$ cat config.mk
export PLATFORM = sky130hd
export DESIGN_NAME = qrs_fifo
export DESIGN_NICKNAME = d
export VERILOG_FILES = /design/src/sv/qrs_fifo.sv
export SDC_FILE = /design/constraint.sdc
export NUM_CORES = 1
export LEC_CHECK = 0
export ABC_AREA = 1
export BUFFER_PORTS_ARGS = -buffer_cell sky130_fd_sc_hd__buf_2
export CAP_MARGIN = 0
export CORE_MARGIN = 1.5
export CORE_UTILIZATION = 50
export DETAILED_ROUTE_END_ITERATION = 10
export GPL_TIMING_DRIVEN = 0
export PLACE_DENSITY = 0.71
export SLEW_MARGIN = 20
export SYNTH_ARGS = -nofsm -noshare
export SYNTH_HDL_FRONTEND = slang
export SYNTH_SLANG_ARGS = --single-unit
$ cat constraint.sdc
create_clock -name i_clk -period 5 [get_ports i_clk]
set_input_delay 0 -clock i_clk [delete_from_list [all_inputs] [get_ports i_clk]]
set_output_delay 0 -clock i_clk [all_outputs]
set_load 0.01 [all_outputs]
$ cat src/sv/qrs_fifo.sv
// ----------------------------------------------------------------------------
// qrs_fifo
// Short queue between the divide front and the root back end.
// ----------------------------------------------------------------------------
`default_nettype none

module qrs_fifo #(
    parameter int WIDTH = 96,
    parameter int AW    = 2
) (
    input  logic             i_clk,
    input  logic             i_rst_n,
    input  logic             i_push,
    input  logic [WIDTH-1:0] i_data,
    input  logic             i_pop,
    output logic             o_full,
    output logic             o_nempty,
    output logic [WIDTH-1:0] o_data
);

    localparam int DEPTH = 2 ** AW;

    logic [WIDTH-1:0] r_mem [DEPTH];
    logic [AW-1:0]    r_wp;
    logic [AW-1:0]    r_rp;
    logic [AW:0]      r_cnt;

    // Advance pointers and count
    always_ff @(posedge i_clk) begin
        if (!i_rst_n) begin
            r_wp  <= '0;
            r_rp  <= '0;
            r_cnt <= '0;
        end else begin
            if (i_push) begin
                r_wp <= r_wp + 1'b1;
            end
            if (i_pop) begin
                r_rp <= r_rp + 1'b1;
            end
            if (i_push && !i_pop) begin
                r_cnt <= r_cnt + 1'b1;
            end else if (!i_push && i_pop) begin
                r_cnt <= r_cnt - 1'b1;
            end
        end
    end

    // Store entry
    always_ff @(posedge i_clk) begin
        if (i_push) begin
            r_mem[r_wp] <= i_data;
        end
    end

    assign o_full   = (r_cnt == (AW+1)'(DEPTH));
    assign o_nempty = (r_cnt != '0);
    assign o_data   = r_mem[r_rp];

endmodule

`default_nettype wire

==> flow_metrics.env, run 1 <==
export IMPL_yosysWarnings=0
export IMPL_core_box_area_um2=28900
export IMPL_timing_hold_worst_start="i_data[4]"
export IMPL_detail_route_wl_per_cell_um=19.7
export IMPL_via_per_inst=5.39
export IMPL_detailed_placer_s_ending_hpwl_um=19400
export IMPL_first_global_vias=9668
export IMPL_cts_root_buffer_cell="sky130_fd_sc_hd__clkbuf_16"
export IMPL_worst_hold_path_type="in2reg"
export IMPL_route_final_wire_length_um=34400
export IMPL_die_area_um2=30500
export IMPL_number_of_register_bits_inferred_by_synthesis=393
export IMPL_ios=198
export IMPL_setup_worst_path_end_class="output port"
export IMPL_worstSetupPathDepth=6
export IMPL_drt_drc_violations_left=0
export IMPL_post_synthesis_instance_area_um2=14700
export IMPL_layout_filler_cells=2099
export IMPL_insertion_delay_ps=530
export IMPL_crit_required_ps=5000
export IMPL_rsz_0062_raised_after_global_routing="false"
export IMPL_area_growth_synth_to_final_pct=26.9
export IMPL_largest_voltage_drop_on_the_vdd_net_mv=0.333
export IMPL_critPathTopFamily="buffers and inverters"
export IMPL_detailroute_via_count=9426
export IMPL_cts_num_sinks=393
export IMPL_skew_ps=22.2
export IMPL_post_route_cells_drive_above_1_share_pct=23.1
export IMPL_tightestPinTransition_ps=635
export IMPL_mappedNetlistNets=1093
export IMPL_drt_iter0_drc=743
export IMPL_total_power_uw=7630
export IMPL_multi_input_gate_area_um2=2490
export IMPL_post_cts_buffers=0
export IMPL_fp_dieH_um=175
export IMPL_worst_path_largest_cell_delay_ps=450
export IMPL_maxCapViolCount=0
export IMPL_grt_antenna_before_repair=1
export IMPL_cts_root_to_sink_buffers=3
export IMPL_io_buffers=197
export IMPL_pin_count_of_the_biggest_net_entering_global_routing=64
export IMPL_cts_tree="yes"
export IMPL_floorplan_die_width_um=175
export IMPL_regArea_um2=11700
export IMPL_clkTransAtPathRegs_ps=60
export IMPL_timing_critical_path_fanout_max=10
export IMPL_worst_r2r_endpoint="r_mem[2][57]"
export IMPL_routabilityCongestion=0.760
export IMPL_crit_type="reg2out"
export IMPL_relative_slew_slack_pct=57.7
export IMPL_peak_freq_mhz=438
export IMPL_syn_avg_cell_area_um2=14.9
export IMPL_cell_by_cell_trace_of_the_critical_path="inv_2, buf_2, buf_2, o21ai_1, o22ai_1, buf_2"
export IMPL_p_leak_uw=0.00668
export IMPL_grt_remaining_overflow=0
export IMPL_hold_path_endpoint="r_mem[2][4]"
export IMPL_status="completed"
export IMPL_post_route_period_util_pct=45.7
export IMPL_path_buf_inv=4
export IMPL_starting_density_pct=51.0
export IMPL_finalHoldViolCount=0
export IMPL_timing_final_crit_period_ps=2280
export IMPL_r2r_start="r_wp[0]"
export IMPL_synth_distinct_cells=21
export IMPL_drt_first_pass_iters=5
export IMPL_reg2reg_slack_ps=3170
export IMPL_site_row_count=62
export IMPL_timing_setup_tns_ps=0
export IMPL_post_synth_inst_count=987
export IMPL_hold_path_cell_count=2
export IMPL_synth_sequential_area_ratio_pct=79.6
export IMPL_final_net_count=1436
export IMPL_worst_ep_arrival_time_ps=2280
export IMPL_cp_slowest_cell="sky130_fd_sc_hd__dfxtp_1"
export IMPL_rr_worst_depth=5
export IMPL_critPathLaunchType="flop"
export IMPL_pins_over_slew_limit=0
export IMPL_power_density_nw_per_um2=409
export IMPL_grt_pass1_wl_um=52300
export IMPL_critPathMostFrequentCell="sky130_fd_sc_hd__buf_2"
export IMPL_grt_use_total_pct=22.4
export IMPL_ant_nets=0
export IMPL_cts_max_level=2
export IMPL_cts_buffers_inserted=41
export IMPL_setup_viol_count_final=0
-- placed cells by master (no fill, tap or decap) --
cell and count:
sky130_fd_sc_hd__nand4_1 1, sky130_fd_sc_hd__a21oi_1 4, sky130_fd_sc_hd__inv_2 1, sky130_fd_sc_hd__dlygate4sd3_1 99, sky130_fd_sc_hd__nand2_1 10, sky130_fd_sc_hd__buf_6 22
sky130_fd_sc_hd__inv_6 5, sky130_fd_sc_hd__buf_4 9, sky130_fd_sc_hd__nor2_1 198, sky130_fd_sc_hd__dfxtp_1 9, sky130_fd_sc_hd__clkinv_4 1, sky130_fd_sc_hd__ha_1 5
sky130_fd_sc_hd__clkinv_2 7, sky130_fd_sc_hd__nand3_1 1, sky130_fd_sc_hd__fa_1 1, sky130_fd_sc_hd__clkbuf_8 1, sky130_fd_sc_hd__buf_2 208, sky130_fd_sc_hd__o22ai_1 96
sky130_fd_sc_hd__clkbuf_2 6, sky130_fd_sc_hd__inv_1 11, sky130_fd_sc_hd__o21ai_0 107, sky130_fd_sc_hd__clkbuf_1 27, sky130_fd_sc_hd__clkinvlp_4 2, sky130_fd_sc_hd__inv_4 1
sky130_fd_sc_hd__diode_2 1, sky130_fd_sc_hd__o21ai_1 91, sky130_fd_sc_hd__clkinv_1 3, sky130_fd_sc_hd__buf_16 4, sky130_fd_sc_hd__bufinv_16 5, sky130_fd_sc_hd__clkbuf_16 43
sky130_fd_sc_hd__nor3_1 1, sky130_fd_sc_hd__edfxtp_1 384
-- synthesized netlist by cell type --
| library cell | n | area share (%) |
|---|---|---|
| sky130_fd_sc_hd__inv_1 | 15 | 0.38 |
| sky130_fd_sc_hd__o22ai_1 | 96 | 4.1 |
| sky130_fd_sc_hd__inv_4 | 1 | 0.043 |
| sky130_fd_sc_hd__clkbuf_2 | 6 | 0.20 |
| sky130_fd_sc_hd__buf_4 | 9 | 0.46 |
| sky130_fd_sc_hd__buf_6 | 22 | 1.7 |
| sky130_fd_sc_hd__nand4_1 | 1 | 0.043 |
| sky130_fd_sc_hd__nand3_1 | 1 | 0.034 |
| sky130_fd_sc_hd__inv_2 | 1 | 0.025 |
| sky130_fd_sc_hd__dfxtp_1 | 9 | 1.2 |
| sky130_fd_sc_hd__nand2_1 | 10 | 0.25 |
| sky130_fd_sc_hd__o21ai_0 | 107 | 3.6 |
| sky130_fd_sc_hd__nor3_1 | 1 | 0.034 |
| sky130_fd_sc_hd__buf_2 | 11 | 0.37 |
| sky130_fd_sc_hd__edfxtp_1 | 384 | 78 |
| sky130_fd_sc_hd__a21oi_1 | 4 | 0.14 |
| sky130_fd_sc_hd__fa_1 | 1 | 0.14 |
| sky130_fd_sc_hd__clkbuf_1 | 14 | 0.36 |
| sky130_fd_sc_hd__o21ai_1 | 91 | 3.1 |
| sky130_fd_sc_hd__nor2_1 | 198 | 5.0 |
| sky130_fd_sc_hd__ha_1 | 5 | 0.42 |
-- worst max-delay path by stage --
| stage | to | slack, ps |
|---|---|---|
| finish | o_data[80] | 2720 |
| floorplan | r_mem[2][0] | 2110 |
| global placement | r_mem[0][42] | 590 |
| CTS | o_data[80] | 2680 |
| global route | o_data[80] | 2590 |
| detailed placement | r_mem[2][50] | 3160 |
-- routing by layer --
layer  vias up  GRT usage, %  routed length, um
met5         -             0                  0
met4         0          6.41                651
met3        58          4.87               2340
met2       327          38.1              17200
met1      4614          29.3              14300
li1       4427             -                  -
-- metrics by stage --
step	utilization, %	hold slack (ps)	instance area [um^2]	instances	setup slack (ps)
floorplan	-	98.9	14700	987	2110
global placement	56.1	213	16200	1568	588
detailed placement	56.5	215	16300	1572	3160
CTS	64.7	200	18700	1747	2680
global route	64.7	207	18700	1748	2590
finish	64.7	223	18700	1748	2720
-- report_power, final --
| part | switching (uW) | total [uW] | leakage [uW] | internal (uW) |
|---|---|---|---|---|
| clock | 1200 | 3050 | 0.000664 | 1860 |
| sequential | 34.3 | 3800 | 0.00360 | 3770 |
| combinational | 483 | 780 | 0.00242 | 297 |
-- flip-flops by register name, summed over array words and instances, names as in the netlist, named ones only --
name   cells
r_mem    384
r_cnt      3
r_rp       2
r_wp       2
-- what timing repair did --
| action | CTS | global route |
|---|---|---|
| resized for setup | 0 | 0 |
| hold buffers | 99 | 0 |
| hold endpoints to repair | 393 | 0 |
-- cell families (layout without fill, tap and decap cells) --
kind of cell	after synthesis	count (layout)	synth area share [%]
fa+ha+maj	6	6	0.561
flops	393	393	79.6
compound gates	298	298	10.9
buf+inv	79	455	3.53
simple gates	211	211	5.41
other cells	0	1	0
-- area by class of cell --
cell class	instances	area share, %
clock inverter	19	1.23
multi-input combinational	515	13.3
buffer	62	2.42
sequential	393	62.7
clock buffer	57	6.10
inverter	17	0.462
tap	384	2.57
timing repair buffer	300	11.2
antenna	1	0.0134
Note: power is estimated with default switching activity, not from simulation.
==> run 2: changes to the inputs <==
--- a/config.mk
+++ b/config.mk
@@ -12,7 +12,7 @@
 export CORE_UTILIZATION = 50
 export DETAILED_ROUTE_END_ITERATION = 10
 export GPL_TIMING_DRIVEN = 0
-export PLACE_DENSITY = 0.71
+export PLACE_DENSITY = 0.74
 export SLEW_MARGIN = 20
 export SYNTH_ARGS = -nofsm -noshare
 export SYNTH_HDL_FRONTEND = slang
==> constraint.sdc (replaced) <==
create_clock -name i_clk -period 2 [get_ports i_clk]
set_input_delay 0 -clock i_clk [delete_from_list [all_inputs] [get_ports i_clk]]
set_output_delay 0 -clock i_clk [all_outputs]
set_load 0.01 [all_outputs]
==> flow_metrics.env, run 2 (synthesis gave the netlist of run 1 again) <==
export IMPL_status="completed"
export IMPL_stdcell_count=1755
export IMPL_seq_power_share_pct=50.4
export IMPL_timing_setup_tns_ps=0
export IMPL_pin_count_of_the_biggest_net_entering_global_routing=29
export IMPL_fin_worst_hold_slack_ps=226
export IMPL_most_flop_heavy_register="r_mem"
export IMPL_cts_max_level=2
export IMPL_floorplan_die_width_um=175
export IMPL_worst_ep_arrival_time_ps=1940
export IMPL_setup_worst_path_end_class="flop"
export IMPL_cts_root_to_sink_buffers=3
export IMPL_cts_tree="yes"
export IMPL_maxCapViolCount=0
export IMPL_setup_ws_ps=50.0
export IMPL_layout_core_utilization_pct=65.6
export IMPL_via_per_inst=5.52
export IMPL_tightestPinTransition_ps=911
export IMPL_finalHoldViolCount=0
export IMPL_largest_voltage_drop_on_the_vdd_net_mv=0.810
export IMPL_first_global_vias=9919
export IMPL_die_area_um2=30500
export IMPL_layout_filler_cells=2028
export IMPL_final_net_count=1449
export IMPL_power_frac_comb_pct=10.9
export IMPL_detailed_placer_s_ending_hpwl_um=21300
export IMPL_clock_power_share_pct=38.6
export IMPL_routabilityCongestion=0.753
export IMPL_cts_num_sinks=393
export IMPL_timing_final_crit_period_ps=1950
export IMPL_cts_root_buffer_cell="sky130_fd_sc_hd__clkbuf_16"
export IMPL_grt_antenna_before_repair=0
export IMPL_site_row_count=62
export IMPL_reg2reg_slack_ps=50
export IMPL_crit_required_ps=1990
export IMPL_power_switching_uw=4310
export IMPL_p_int_uw=14500
export IMPL_reg_largest_list="r_mem (384), r_cnt (3)"
export IMPL_drt_drc_violations_left=0
export IMPL_crit_type="reg2reg"
export IMPL_ant_nets=0
export IMPL_highest_count_cells_in_the_layout_ignoring_fill_and_taps="sky130_fd_sc_hd__edfxtp_1, sky130_fd_sc_hd__buf_2, sky130_fd_sc_hd__nor2_1"
export IMPL_p_leak_uw=0.00678
export IMPL_route_final_wire_length_um=36000
export IMPL_skew_ps=9.78
export IMPL_insertedDiodeCount=0
export IMPL_cts_buffers_inserted=41
export IMPL_post_route_period_util_pct=97.5
export IMPL_numPlacedInstances=1582
export IMPL_layout_cells_most_common="sky130_fd_sc_hd__edfxtp_1"
export IMPL_timing_critical_path_fanout_max=13
export IMPL_worst_hold_path_type="in2reg"
export IMPL_critPathLaunchType="flop"
export IMPL_setup_viol_count_final=0
export IMPL_post_route_cells_drive_above_1_share_pct=25.9
export IMPL_sw_frac_of_total_pct=22.9
export IMPL_io_buffers=197
export IMPL_largest_register_ffs=384
export IMPL_peak_freq_mhz=513
export IMPL_detailroute_via_count=9691
export IMPL_core_box_area_um2=28900
export IMPL_fp_dieH_um=175
export IMPL_grt_pass1_wl_um=54200
export IMPL_ios=198
export IMPL_insertion_delay_ps=530
export IMPL_grt_remaining_overflow=0
export IMPL_clkTransAtPathRegs_ps=60
export IMPL_detail_route_wl_per_cell_um=20.5
export IMPL_drt_first_pass_iters=5
export IMPL_grt_use_total_pct=23.3
export IMPL_drt_iter0_drc=755
export IMPL_power_density_nw_per_um2=996
export IMPL_pins_over_slew_limit=0
export IMPL_dp_worst_setup_slack_ps=-129
export IMPL_starting_density_pct=51.0
export IMPL_relative_slew_slack_pct=38.9
export IMPL_area_growth_synth_to_final_pct=28.5
run 2: changes by cell type in the layout (fill, tap and decap cells not counted), moves of 4 or more:
cell                       delta
sky130_fd_sc_hd__o22ai_2      +8
sky130_fd_sc_hd__clkbuf_1    -16
sky130_fd_sc_hd__o22ai_1      -8
sky130_fd_sc_hd__nand2_1      -4
sky130_fd_sc_hd__clkinv_1     +4
sky130_fd_sc_hd__dfxtp_1      -4
sky130_fd_sc_hd__clkbuf_2    +12
sky130_fd_sc_hd__buf_12      +12
sky130_fd_sc_hd__nand2_2      +4
sky130_fd_sc_hd__buf_2        -8
sky130_fd_sc_hd__buf_8        +4
run 2: path summary, 6_finish.rpt:
| path | end | cells past startpoint | start |
|---|---|---|---|
| max | r_mem[3][75] | 3 | r_wp[0] |
| min | r_mem[3][26] | 2 | i_data[26] |
| max reg2reg | r_mem[3][75] | 3 | r_wp[0] |
| min reg2reg | flop | 1 | r_rp[1] |
run 2: timing repair:
item	in CTS	in global routing
hold buffers	100	0
setup buffers	0	0
resized for setup	21	22
endpoints found under the hold margin	393	0
gates cloned	2	0
endpoints found under the setup margin	159	35
run 2: layout make-up:
class                           instances  area [um^2]  share of cell area (%)
Clock buffer                           51         1070                    5.67
Multi-Input combinational cell        515         2560                    13.5
Buffer                                 62          514                    2.72
Sequential cell                       393        11700                    61.9
Inverter                               17         81.3                   0.430
Clock inverter                         20          203                    1.07
Timing Repair Buffer                  311         2280                    12.1
Tap cell                              384          480                    2.54
Timing Repair inverter                  2         10.0                  0.0529
run 2: per-layer routing:
layer	vias to the layer above	global-route usage [%]	share of wire, %
li1	4444	-	-
met1	4756	29.9	39
met4	0	6.52	2.0
met5	-	0	0
met3	68	3.79	7.2
met2	423	41.3	51
run 2: power by group through the flow:
| stage | Combinational, uW | Sequential [uW] | Clock [uW] |
|---|---|---|---|
| finish | 2060 | 9500 | 7280 |
| global route | 2220 | 9520 | 7710 |
| CTS | 2040 | 9500 | 7360 |
| detailed placement | 1840 | 9670 | 0 |
| global placement | 1720 | 9690 | 0 |
| floorplan | 964 | 9670 | 0 |
run 2: metrics by stage:
| step | instance area (um^2) | total power (uW) |
|---|---|---|
| 2_1_floorplan | 14800 | 10600 |
| 3_3_place_gp | 16200 | 11400 |
| 3_5_place_dp | 16500 | 11500 |
| 4_1_cts | 18900 | 18900 |
| 5_1_grt | 18900 | 19500 |
| 6_report | 18900 | 18800 |
run 2: worst max-delay path: stages, from the launching register on:
cell and delay (ps):
sky130_fd_sc_hd__dfxtp_2 330, sky130_fd_sc_hd__ha_1 200, sky130_fd_sc_hd__nand2_2 130, sky130_fd_sc_hd__clkinvlp_2 750
